--- config.mk ---
export PLATFORM = sky130hd
export DESIGN_NAME = lsdc_queue
export DESIGN_NICKNAME = d
export VERILOG_FILES = /design/src/design/lsdc_pkg.sv /design/src/design/lsdc_queue.sv
export VERILOG_INCLUDE_DIRS = /design/src /design/src/design
export SDC_FILE = /design/constraint.sdc
export NUM_CORES = 1
export LEC_CHECK = 0
export ABC_AREA = 1
export BUFFER_PORTS_ARGS = -buffer_cell sky130_fd_sc_hd__buf_2
export CORE_MARGIN = 2
export CORE_UTILIZATION = 25
export CTS_CLUSTER_DIAMETER = 200
export DETAILED_ROUTE_END_ITERATION = 8
export SLEW_MARGIN = 15
export SYNTH_ARGS = -nofsm -noshare
export SYNTH_HDL_FRONTEND = slang
export SYNTH_SLANG_ARGS = --single-unit
--- constraint.sdc ---
create_clock -name clock -period 8.3 [get_ports clock]
set_input_delay 0.83 -clock clock [delete_from_list [all_inputs] [get_ports clock]]
set_output_delay 0.83 -clock clock [all_outputs]
set_load 0.05 [all_outputs]
--- src/design/line_stipple_distance_coords_unit_defines.svh ---
// Assertion macros shared by the line stipple distance RTL.
`ifndef LINE_STIPPLE_DISTANCE_COORDS_UNIT_DEFINES_SVH
`define LINE_STIPPLE_DISTANCE_COORDS_UNIT_DEFINES_SVH
`ifndef SYNTHESIS
`define LSDC_ASSERT(lbl, prop, msg) \
   lbl: assert property (@(posedge clock) disable iff (reset) prop) else $error(msg);
`define LSDC_ASSERT_RST(lbl, prop, msg) \
   lbl: assert property (@(posedge clock) prop) else $error(msg);
`else
`define LSDC_ASSERT(lbl, prop, msg)
`define LSDC_ASSERT_RST(lbl, prop, msg)
`endif
`endif

--- src/design/lsdc_pkg.sv ---
// Shared types and constants for the line stipple distance unit.
`default_nettype none
package lsdc_pkg;
   localparam int LSDC_FRAC_BITS   = 16;
   localparam int LSDC_VP_W        = 15;
   localparam int LSDC_FACTOR_W    = 9;
   localparam int LSDC_CSR_IDX_W   = 2;
   localparam int LSDC_CSR_DATA_W  = 32;
   localparam int LSDC_QUEUE_DEPTH = 2;

   localparam logic [LSDC_CSR_IDX_W-1:0] CSR_VP_WIDTH  = 2'd0;
   localparam logic [LSDC_CSR_IDX_W-1:0] CSR_VP_HEIGHT = 2'd1;
   localparam logic [LSDC_CSR_IDX_W-1:0] CSR_FACTOR    = 2'd2;

   localparam logic [LSDC_VP_W-1:0]     VP_WIDTH_RST  = 15'd640;
   localparam logic [LSDC_VP_W-1:0]     VP_HEIGHT_RST = 15'd480;
   localparam logic [LSDC_FACTOR_W-1:0] FACTOR_RST    = 9'd1;

   typedef struct packed {
      logic [31:0] clip_x;
      logic [31:0] clip_y;
      logic [31:0] clip_w;
      logic [15:0] vertex_index;
      logic        clear_len;
      logic        add_dist;
   } lsdc_entry_type;

   typedef enum logic [3:0] {
      BK_IDLE, BK_MUL, BK_PREP, BK_DIV, BK_SCREEN, BK_DIFF, BK_SQX, BK_SQY,
      BK_SUM, BK_SQRT, BK_FPREP, BK_FDIV, BK_ACC
   } back_state_type;

   typedef struct packed {
      logic pop;
      logic out_free;
      logic done;
   } back_ctl_type;
endpackage
`default_nettype wire

--- src/design/lsdc_queue.sv ---
// Short request queue between front and back end.
`default_nettype none
`include "line_stipple_distance_coords_unit_defines.svh"
module lsdc_queue import lsdc_pkg::*; (
   input  wire logic           clock,
   input  wire logic           reset,
   input  wire logic           push,
   input  wire lsdc_entry_type push_data,
   output      logic           full,
   input  wire logic           pop,
   output      logic           valid,
   output      lsdc_entry_type pop_data
);
   localparam int DEPTH = LSDC_QUEUE_DEPTH;
   localparam int PW    = (DEPTH > 1) ? $clog2(DEPTH) : 1;
   localparam int CW    = $clog2(DEPTH + 1);

   lsdc_entry_type       mem_ff [DEPTH];
   logic [PW-1:0]        wr_ptr_ff, rd_ptr_ff;
   logic [CW-1:0]        count_ff;

   assign full     = (count_ff == CW'(DEPTH));
   assign valid    = (count_ff != '0);
   assign pop_data = mem_ff[rd_ptr_ff];

   always_ff @(posedge clock) begin
      if (push) begin
         mem_ff[wr_ptr_ff] <= push_data;
      end
   end

   always_ff @(posedge clock) begin
      if (reset) begin
         wr_ptr_ff <= '0;
         rd_ptr_ff <= '0;
         count_ff  <= '0;
      end else begin
         if (push) begin
            wr_ptr_ff <= (wr_ptr_ff == PW'(DEPTH - 1)) ? '0 : wr_ptr_ff + 1'b1;
         end
         if (pop) begin
            rd_ptr_ff <= (rd_ptr_ff == PW'(DEPTH - 1)) ? '0 : rd_ptr_ff + 1'b1;
         end
         if (push && !pop) begin
            count_ff <= count_ff + 1'b1;
         end else if (pop && !push) begin
            count_ff <= count_ff - 1'b1;
         end
      end
   end

   `LSDC_ASSERT(a_q_count, count_ff <= CW'(DEPTH), "queue count out of range")
   `LSDC_ASSERT(a_q_pop, pop |-> valid, "pop from empty queue")
endmodule
`default_nettype wire

[Word level (Yosys, flattened, before mapping)]
Memories as Yosys holds them, arrays and structs flattened. A register that Yosys moved wholly into a read port is not among the register bits.
Cells that the tools add are included.
Storage, ports and cells
  register bits after elaboration: 4
  RAM bits: 228
  input bits: 118
  output and inout bits: 116
  logic and storage cells: 23
  memories: 1
Memories
  mem_ff: words 2, bits a word 114, rd ports 1, clocked after memory_dff 1, write ports 1, line lsdc_queue.sv:18  | lsdc_entry_type mem_ff [DEPTH];
Operators by class
  add/sub/neg operators: 4
  equal/unequal tests: 1
  multiplexer cells: 8
  reductions and logical operators: 6
Operators by type and width (count)
  2-to-1 mux 1 bit: 6
  2-to-1 mux 2 bit: 2
  nonzero test 2 bit: 2
  adder 1 bit (second input constant): 2
  adder 2 x 1 -> 2 bit (second input constant): 1
  equality test 2 bit (second input constant): 1
  logical AND 1 bit: 2
  logical NOT 1 bit: 2
  subtractor 2 x 1 -> 2 bit (second input constant): 1

[Depth between registers and ports, before layout]
Gate-level depths: netlist (run 1).
  depth in word-level cells: 4
  depth in mapped cells: 8
  mapped depth without buffers: 8

[Least setup slack after synthesis (run 1)]
Ideal clock, no wire load.
  path kind: in2reg
  from: in push
  to: mem mem_ff[0][0] (netlist name) (enable)
  library setup time: 0.591 ns
  data arrival time: 5.640 ns
  data required time: 7.709 ns
  path slack: 2.069 ns
  stages: 2
  buffers on the path: 0
  cell sequence: inv_1 -> nor2_1
On the way
  longest elaborated chain between the ends: 2
Ends and longest elaborated chain
  start: declaration: line lsdc_queue.sv:7  | input wire logic push,
  2-to-1 mux 1 bit: line lsdc_queue.sv:27  | if (push) begin
  2-to-1 mux 1 bit (implied by the code): line lsdc_queue.sv:28  | mem_ff[wr_ptr_ff] <= push_data;
  end: declaration: line lsdc_queue.sv:18
Every way passes these cells.

==> results of run 1 <==
## cell usage after synthesis (all sizes together)
cell type  number
nand2           6
nor2            6
edfxtp        228
xnor2           1
mux2          114
inv             9
o21ai           1
a21oi           1
buf            13
ha              1
nand3           1
nor3            1
dfxtp           5
nand4           1
## flip-flops by register name, indices dropped and copies added (netlist names), named ones only
register and flops:
mem_ff 228, count_ff 2, rd_ptr_ff 1, wr_ptr_ff 1
## area by class of cell
| class | count | area (µm²) | area share (%) |
|---|---|---|---|
| clock inverter | 16 | 105 | 0.945 |
| antenna | 1 | 2.50 | 0.0225 |
| clock buffer | 29 | 641 | 5.76 |
| sequential | 233 | 6950 | 62.5 |
| multi-input combinational | 133 | 1610 | 14.5 |
| inverter | 9 | 36.3 | 0.326 |
| tap | 455 | 569 | 5.12 |
| timing repair buffer | 238 | 1200 | 10.8 |
## worst max-delay path: stages, from the launching register on
cell and delay [ns]:
dfxtp_4 0.45, buf_4 0.72, mux2_2 0.42, buf_2 0.21
## layer usage
metal | global-route usage [%] | routed length, µm | vias to the layer above
li1 | - | - | 2030
met1 | 9.86 | 6660 | 2099
met2 | 14.8 | 7930 | 160
met3 | 3.68 | 1670 | 30
met4 | 2.39 | 299 | 2
met5 | 0 | 16 | -
## power breakdown
| part | internal, mW | leakage [nW] | switching (mW) |
|---|---|---|---|
| logic | 0.140 | 1.68 | 0.322 |
| registers | 1.36 | 2.18 | 0.0154 |
| clock network | 0.581 | 0.362 | 0.424 |
## metrics by stage
step                      area [µm²]  worst slack (ns)  total power, mW  std cells  hold WS (ns)
after floorplan                 8700              2.07             1.77        388         0.480
after global placement         10400              5.33             1.87       1068         0.498
after detailed placement       10400              5.35             1.87       1068         0.519
after CTS                      11100              4.99             2.90       1113         0.468
after global routing           11100              4.97             2.96       1113         0.466
final                          11100              5.08             2.85       1114         0.507
## worst paths after layout
kind | slack (ns) | cells past startpoint | start | end
worst max-delay path | 5.08 | 3 | flip-flop | pop_data[93]
worst min register to register | 0.52 | 2 | rd_ptr_ff$_SDFFE_PP0P_ | rd_ptr_ff$_SDFFE_PP0P_
worst min-delay path | 0.51 | 1 | push_data[108] | mem_ff[1][108]$_DFFE_PP_
worst max register to register | 5.99 | 3 | wr_ptr_ff$_SDFFE_PP0P_ | mem_ff[1][71]$_DFFE_PP_
## cells by family after synthesis
group	after synthesis	synth area share, %
compound gates	2	0.115
simple gates	15	0.705
buf+inv	22	1.75
flops	233	79.8
mux	114	17.3
xor+xnor	1	0.101
fa+ha+maj	1	0.144
==> results.py, run 1 <==
metrics = {
    "pwr": {
        "p_leak_nw": 4.23,
        "ir_drop_v": 0.000165,
        "power_density_nw_per_um2": 256,
    },
    "grt": {
        "grtUsageTotal_pct": 8.64,
        "grt_max_degree": 62,
        "grt_pass1_vias": 4440,
        "grt_pass1_wl_um": 24300,
        "overflow": 0,
        "antenna_found_initial": 3,
    },
    "die": {
        "num_rows": 68,
        "die_w_um": 191,
        "die_y_um": 191,
        "initial_core_util_pct": 25.3,
        "coreArea_um2": 34400,
        "dieArea_um2": 36300,
        "num_io_pins": 234,
    },
    "status": {
        "outcome": "finished, final reports clean",
    },
    "logic_synthesis": {
        "netlist_instances": 388,
        "synth.ff_latch_count": 233,
        "ys_top_cells_by_area": "edfxtp_1, mux2_4, mux2_2, dfxtp_1, buf_6",
        "postSynthAreaPerCell_um2": 22.4,
        "yosysWarnings": 0,
        "synth_seq_area_share_pct": 79.8,
        "synth_top_area_share_pct": 78.7,
        "netlist_area_um2": 8700,
        "synth_fp_nets": 507,
        "yosys.area.top_type": "edfxtp_1",
        "synth.distinct_cells": 17,
    },
    "hold_path": {
        "holdCritPathClass": "in -> reg",
    },
    "clocking": {
        "cts_tree": "yes",
        "clock_sink_count": 233,
        "cts.htree.levels": 1,
        "clk_path_buf_depth": 3,
        "post_cts_resized": 0,
        "hold_buffers": 0,
        "numCtsBuffers": 25,
        "root_buffer": "clkbuf_16",
        "clk_latency_ns": 0.51,
        "cts_setup_buffers": 0,
        "cts.clk_slew.worst_paths_ns": 0.06,
    },
    "setup_path": {
        "cp.arrival_ns": 2.39,
        "cp-end-kind": "output port",
        "start_kind": "flip-flop",
        "cp_max_fo": 53,
        "worstPathRequired_ns": 7.47,
        "path_class": "reg -> out",
    },
    "finish": {
        "layout_common_cells": "buf_2, edfxtp_1, mux2_4",
        "final_util_pct": 32.3,
        "final_common_cell": "buf_2",
        "syn_to_final_growth_pct": 27.8,
        "drive_above_1_share_pct": 59.1,
        "fillers": 3419,
        "fin_nets": 759,
    },
    "timing": {
        "finalCritPeriodShare_pct": 38.8,
        "layout_min_cycle_time_ns": 3.22,
        "clock_skew_ns": 0.00613,
        "setup_violations": 0,
        "slew_violations": 0,
        "slew_headroom_pct": 36.3,
        "hold_violations": 0,
        "max_slew.worst_pin.slew_ns": 0.956,
        "rsz0062_at_grt": "false",
        "tns_ns": 0,
        "fmax_mhz": 311,
    },
    "route": {
        "drtIter0Drc": 133,
        "viasPerCell": 3.88,
        "vias": 4321,
        "drc_errors": 0,
        "drtPass1Iterations": 3,
        "finalWirelength_um": 16600,
        "wl_per_cell_um": 14.9,
        "ant_nets": 0,
    },
    "job": {
        "drv_cap": 0,
    },
    "placed_design": {
        "dp_hpwl_um": 10900,
        "place_congestion": 0.683,
        "io_buffers": 233,
    },
}
Power figures use the tool's default switching activity.
==> inputs of run 2 (changes only) <==
==> constraint.sdc (replaced) <==
create_clock -name clock -period 2.6 [get_ports clock]
set_input_delay 0.26 -clock clock [delete_from_list [all_inputs] [get_ports clock]]
set_output_delay 0.26 -clock clock [all_outputs]
set_load 0.05 [all_outputs]
==> run 2 against run 1 <==
Worst hold slack got worse by 0.057 ns. Clock skew grew 0.013 ns. Final cell count increased by 11%.
==> results.py, run 2 (synthesized netlist as in run 1, its figures left out) <==
metrics = {
    "status": {
        "outcome": "finished, final reports clean",
    },
    "setup_path": {
        "crit_path_top_delay_cell": "mux2_2",
        "cp_num_buf_inv": 2,
        "worstPathRequired_ns": 2.34,
        "start_kind": "flip-flop",
        "cp.arrival_ns": 1.95,
        "r2r_cells": 2,
        "critical_path.top_delay_family": "buffers and inverters",
        "r2r_start": "wr_ptr_ff$_SDFFE_PP0P_",
        "reg2reg_slack_ns": 1.10,
        "path_cells": "buf_12 > mux2_2 > buf_2",
        "slowest_delay_ns": 0.40,
        "reg2reg_to": "mem_ff[0][35]$_DFFE_PP_",
        "path_class": "reg -> out",
        "cp-end-kind": "output port",
        "cp_max_fo": 61,
    },
    "clocking": {
        "numCtsBuffers": 26,
        "cts.htree.levels": 1,
        "clk_path_buf_depth": 3,
        "cts.clk_slew.worst_paths_ns": 0.06,
        "clk_latency_ns": 0.53,
        "cts_setup_buffers": 0,
        "root_buffer": "clkbuf_16",
        "cts_tree": "yes",
        "clock_sink_count": 233,
    },
    "grt": {
        "antenna_found_initial": 1,
        "grt_max_degree": 89,
        "use_met3_pct": 3.24,
        "grtUsageMet2_pct": 16.2,
        "grt_pass1_wl_um": 27700,
        "use_met1_pct": 11.8,
        "grtUsageTotal_pct": 9.78,
        "overflow": 0,
        "busiest_layer": "met2",
        "grt_pass1_vias": 5052,
    },
    "placed_design": {
        "dp_slack_ns": 0.924,
        "place_congestion": 0.703,
        "dp_hpwl_um": 11300,
        "io_buffers": 233,
    },
    "timing": {
        "fmax_mhz": 453,
        "layout_min_cycle_time_ns": 2.21,
        "slew_violations": 0,
        "hold_violations": 0,
        "finalCritPeriodShare_pct": 85.0,
        "rsz0062_at_grt": "false",
        "setup_violations": 0,
        "max_slew.worst_pin.slew_ns": 0.752,
        "slew_headroom_pct": 49.9,
        "clock_skew_ns": 0.0191,
        "tns_ns": 0,
        "worst_slack_ns": 0.391,
    },
    "finish": {
        "largest_register_ffs": 228,
        "drive_above_1_share_pct": 50.6,
        "register_area_um2": 6950,
        "fillers": 3270,
        "final_common_cell": "buf_2",
        "top_register": "mem_ff",
        "syn_to_final_growth_pct": 43.1,
        "multi_input_area_um2": 1610,
        "layout_common_cells": "buf_2, edfxtp_1, dlygate4sd3_1",
        "top_regs": "mem_ff: 228 flops, count_ff: 2 flops",
        "fin_nets": 879,
    },
    "route": {
        "ant_nets": 0,
        "drc_errors": 0,
        "vias": 4806,
        "wl_per_cell_um": 14.7,
        "drtIter0Drc": 196,
        "finalWirelength_um": 18100,
        "drtPass1Iterations": 4,
        "viasPerCell": 3.89,
    },
    "job": {
        "drv_cap": 0,
    },
    "pwr": {
        "power_density_nw_per_um2": 769,
        "p_leak_nw": 4.78,
        "ir_drop_v": 0.000523,
    },
    "die": {
        "dieArea_um2": 36300,
        "num_rows": 68,
        "die_w_um": 191,
        "coreArea_um2": 34400,
        "die_y_um": 191,
        "initial_core_util_pct": 25.3,
        "num_io_pins": 234,
    },
    "hold_path": {
        "min_to": "mem_ff[0][75]$_DFFE_PP_",
        "holdCritPathClass": "in -> reg",
        "hold_depth": 2,
        "min_from": "push_data[75]",
    },
}
run 2: through the flow:
stage | util [%] | instances | hold WS, ns | cell area [µm²] | power (mW)
2_1_floorplan | - | 388 | 0.332 | 8710 | 5.63
3_3_place_gp | 30.3 | 1069 | 0.448 | 10400 | 5.98
3_5_place_dp | 30.3 | 1069 | 0.451 | 10400 | 5.99
4_1_cts | 36.2 | 1235 | 0.408 | 12400 | 9.74
5_1_grt | 36.2 | 1235 | 0.422 | 12400 | 9.96
6_report | 36.2 | 1236 | 0.450 | 12500 | 9.57
run 2: layer usage:
layer	part of all wire, %	vias to the layer above
li1	-	2271
met1	42	2340
met2	48	157
met3	7.1	38
met4	3.4	0
met5	0	-
run 2: worst reg2reg max path, cell delays in order (launching register included):
cell and delay (ns):
dfxtp_1 0.34, nor2_4 0.14, buf_4 0.61
run 2: worst max path at each step:
stage,startpoint,end,slack [ns],cells after the start
final,flip-flop,pop_data[98],0.39,3
after global routing,flip-flop,pop_data[21],0.30,3
after CTS,flip-flop,pop_data[98],0.34,3
after detailed placement,flip-flop,pop_data[98],0.92,3
after global placement,flip-flop,pop_data[98],0.94,3
after floorplan,wr_ptr_ff$_SDFFE_PP0P_,mem_ff[1][0]$_DFFE_PP_,0.1,2
run 2: cell type report:
type / instances / share of cell area, %
Antenna cell: 1 / 0.0201
Timing Repair Buffer: 357 / 19.6
Sequential cell: 233 / 55.8
Inverter: 9 / 0.301
Clock inverter: 11 / 0.703
Tap cell: 455 / 4.57
Clock buffer: 37 / 6.05
Multi-Input combinational cell: 133 / 12.9
run 2: where the power goes:
| part | internal (mW) | total (mW) | switching [mW] |
|---|---|---|---|
| logic | 0.575 | 1.64 | 1.07 |
| clock network | 2.11 | 3.53 | 1.42 |
| registers | 4.35 | 4.40 | 0.0481 |
| total | 7.04 | 9.57 | 2.54 |
run 2: what timing repair did:
item / CTS / global route
gates resized for setup: 0 / 0
hold buffers: 118 / 0
endpoints found under the setup margin: 0 / 0
hold endpoints to repair: 231 / 0
==> inputs of run 3 (changes only) <==
--- a/config.mk
+++ b/config.mk
@@ -6,7 +6,7 @@
 export SDC_FILE = /design/constraint.sdc
 export NUM_CORES = 1
 export LEC_CHECK = 0
-export ABC_AREA = 1
+export ABC_AREA = 0
 export BUFFER_PORTS_ARGS = -buffer_cell sky130_fd_sc_hd__buf_2
 export CORE_MARGIN = 2
 export CORE_UTILIZATION = 25
==> constraint.sdc (replaced) <==
create_clock -name clock -period 2 [get_ports clock]
set_input_delay 0.2 -clock clock [delete_from_list [all_inputs] [get_ports clock]]
set_output_delay 0.2 -clock clock [all_outputs]
set_load 0.05 [all_outputs]
==> run 3 against run 2 <==
Core utilization up 3.5 points. Clock skew down 0.0038 ns. Global-route usage is 1.4 points higher. Critical path depth is 1 higher. Register-to-register slack worse by 0.53 ns. Sequential power is 31% higher. First-iteration DRC count increased by 22%. Routed wire length is 17% higher. Clock-buffer cell count decreased by 4. Via count is 2.5% higher. Final cell count increased by 0.16%. Clock power up 30%. Critical path type unchanged. Highest routed layer unchanged.
==> results.py, run 3 <==
metrics = {
    "logic_synthesis": {
        "ys.flop_type": "edfxtp_1",
        "netlist_area_um2": 8680,
        "synth.most_common_cell": "edfxtp_1",
        "synth_top_family_by_area": "multiplexers",
        "synth_top_area_share_pct": 78.9,
        "synth_adder_area_share_pct": 0.144,
        "synth_compound_area_share_pct": 0.115,
        "synth.area.mux_share_pct": 17.4,
        "synth_fp_nets": 496,
        "yosysWarnings": 0,
        "postSynthAreaPerCell_um2": 23.0,
        "ys_async_sr_fraction_pct": 0,
        "synth_seq_area_share_pct": 80.0,
        "yosys.area.top_type": "edfxtp_1",
        "synth_edf_count": 228,
        "netlist_instances": 377,
        "ys_top_cells_by_area": "edfxtp_1, mux2_4, mux2_2, dfxtp_1, buf_6",
        "synth.ff_latch_count": 233,
        "synth.distinct_cells": 18,
        "synthSimpleGateAreaFrac_pct": 0.533,
        "synth_xor_area_share_pct": 0.404,
        "synthTopCellsByCount": "edfxtp_1, mux2_4, mux2_2, buf_6",
    },
    "setup_path": {
        "reg2reg_slack_ns": 0.57,
        "r2r_start": "wr_ptr_ff$_SDFFE_PP0P_",
        "reg2reg_to": "mem_ff[1][52]$_DFFE_PP_",
        "path_class": "reg -> out",
        "r2r_cells": 2,
        "cp.arrival_ns": 1.78,
        "cp_max_fo": 13,
        "cp-end-kind": "output port",
        "start_kind": "flip-flop",
        "worstPathRequired_ns": 1.80,
    },
    "grt": {
        "grt_pass1_vias": 5462,
        "grt_pass1_wl_um": 30900,
        "grt_max_degree": 66,
        "antenna_found_initial": 1,
        "overflow": 0,
        "grtUsageTotal_pct": 11.2,
    },
    "finish": {
        "stdcell_count": 1238,
        "fin_nets": 883,
        "top_regs": "mem_ff: 228 flops, count_ff: 2 flops",
        "syn_to_final_growth_pct": 57.4,
        "fillers": 3117,
        "layout_common_cells": "edfxtp_1, buf_2, dlygate4sd3_1",
        "top_register": "mem_ff",
        "stdcell_area_um2": 13700,
        "final_util_pct": 39.8,
        "final_common_cell": "edfxtp_1",
        "largest_register_ffs": 228,
        "drive_above_1_share_pct": 52.6,
    },
    "route": {
        "vias": 4925,
        "drtIter0Drc": 240,
        "drtPass1Iterations": 4,
        "finalWirelength_um": 21300,
        "viasPerCell": 3.98,
        "wl_per_cell_um": 17.2,
        "drc_errors": 0,
        "ant_nets": 0,
    },
    "timing": {
        "clock_skew_ns": 0.0153,
        "slew_headroom_pct": 72.0,
        "holdWs_ns": 0.190,
        "layout_min_cycle_time_ns": 1.98,
        "slew_violations": 0,
        "worst_slack_ns": 0.0192,
        "max_slew.worst_pin.slew_ns": 0.419,
        "hold_violations": 0,
        "finalCritPeriodShare_pct": 99.0,
        "tns_ns": 0,
        "fmax_mhz": 505,
        "setup_violations": 0,
        "rsz0062_at_grt": "true",
    },
    "clocking": {
        "cts.htree.levels": 1,
        "clk_path_buf_depth": 3,
        "cts.clk_slew.worst_paths_ns": 0.06,
        "root_buffer": "clkbuf_16",
        "clk_latency_ns": 0.53,
        "clock_sink_count": 233,
        "numCtsBuffers": 27,
        "cts_tree": "yes",
    },
    "die": {
        "num_rows": 68,
        "num_io_pins": 234,
        "die_y_um": 190,
        "die_w_um": 190,
        "coreArea_um2": 34400,
        "dieArea_um2": 36200,
        "initial_core_util_pct": 25.3,
    },
    "job": {
        "drv_cap": 0,
    },
    "placed_design": {
        "io_buffers": 233,
        "dpl-instance-area_um2": 10400,
        "dp_hpwl_um": 11400,
        "dp_slack_ns": 0.407,
        "place_congestion": 0.690,
        "dp.cells": 1059,
    },
    "hold_path": {
        "hold_depth": 4,
        "holdCritPathClass": "in -> reg",
        "min_from": "push",
        "min_to": "count_ff[0]$_SDFFE_PP0P_",
    },
    "status": {
        "outcome": "finished, final reports clean",
    },
    "pwr": {
        "power_density_nw_per_um2": 974,
        "finalPower_mw": 13.3,
        "ir_drop_v": 0.000620,
        "p_leak_nw": 5.34,
    },
}
[run 3: how the worst max path moves through the flow]
stage,end,slack (ns)
2_1_floorplan,mem_ff[0][0]$_DFFE_PP_,-0.44
3_3_place_gp,pop_data[107],0.44
3_5_place_dp,pop_data[100],0.41
4_1_cts,pop_data[15],-0.07
5_1_grt,pop_data[61],-0.05
6_report,pop_data[61],0.02
[run 3: power by group]
part / internal [mW] / leakage (nW) / switching, mW / total (mW)
combinational: 1.29 / 2.75 / 1.64 / 2.93
sequential: 5.70 / 2.18 / 0.0816 / 5.78
clock: 2.72 / 0.405 / 1.88 / 4.60
total: 9.72 / 5.34 / 3.60 / 13.3
[run 3: kinds of logic after synthesis]
family / Yosys count
flops: 233
mux: 114
buf+inv: 14
simple gates: 9
xor+xnor: 4
compound gates: 2
fa+ha+maj: 1
[run 3: layer usage]
layer | vias up | wire, µm | GRT usage (%)
li1 | 2277 | - | -
met1 | 2439 | 8450 | 12.8
met2 | 164 | 10700 | 19.6
met3 | 45 | 1560 | 3.46
met4 | 0 | 601 | 4.26
met5 | - | 0 | 0
[run 3: timing repair]
action                                  4_1_cts  5_1_grt
resized for setup                           232       40
setup buffers                                 3        0
endpoints found under the hold margin       233        0
cloned                                        7        4
endpoints found under the setup margin      114       94
hold buffers                                117        0
[run 3: cell type report]
type / instances / area, µm² / share of cell area (%)
timing repair buffer: 371 / 3510 / 25.7
sequential: 233 / 6950 / 50.9
clock inverter: 14 / 126 / 0.924
multi-input combinational: 130 / 1800 / 13.2
tap: 455 / 569 / 4.16
clock buffer: 33 / 698 / 5.11
antenna: 1 / 2.50 / 0.0183
inverter: 1 / 3.75 / 0.0275
[run 3: worst max-delay path, cell delays in order, from the launching register on]
cell and delay, ns:
dfxtp_4 0.39, buf_12 0.17, buf_16 0.19, mux2_4 0.32
buf_6 0.16
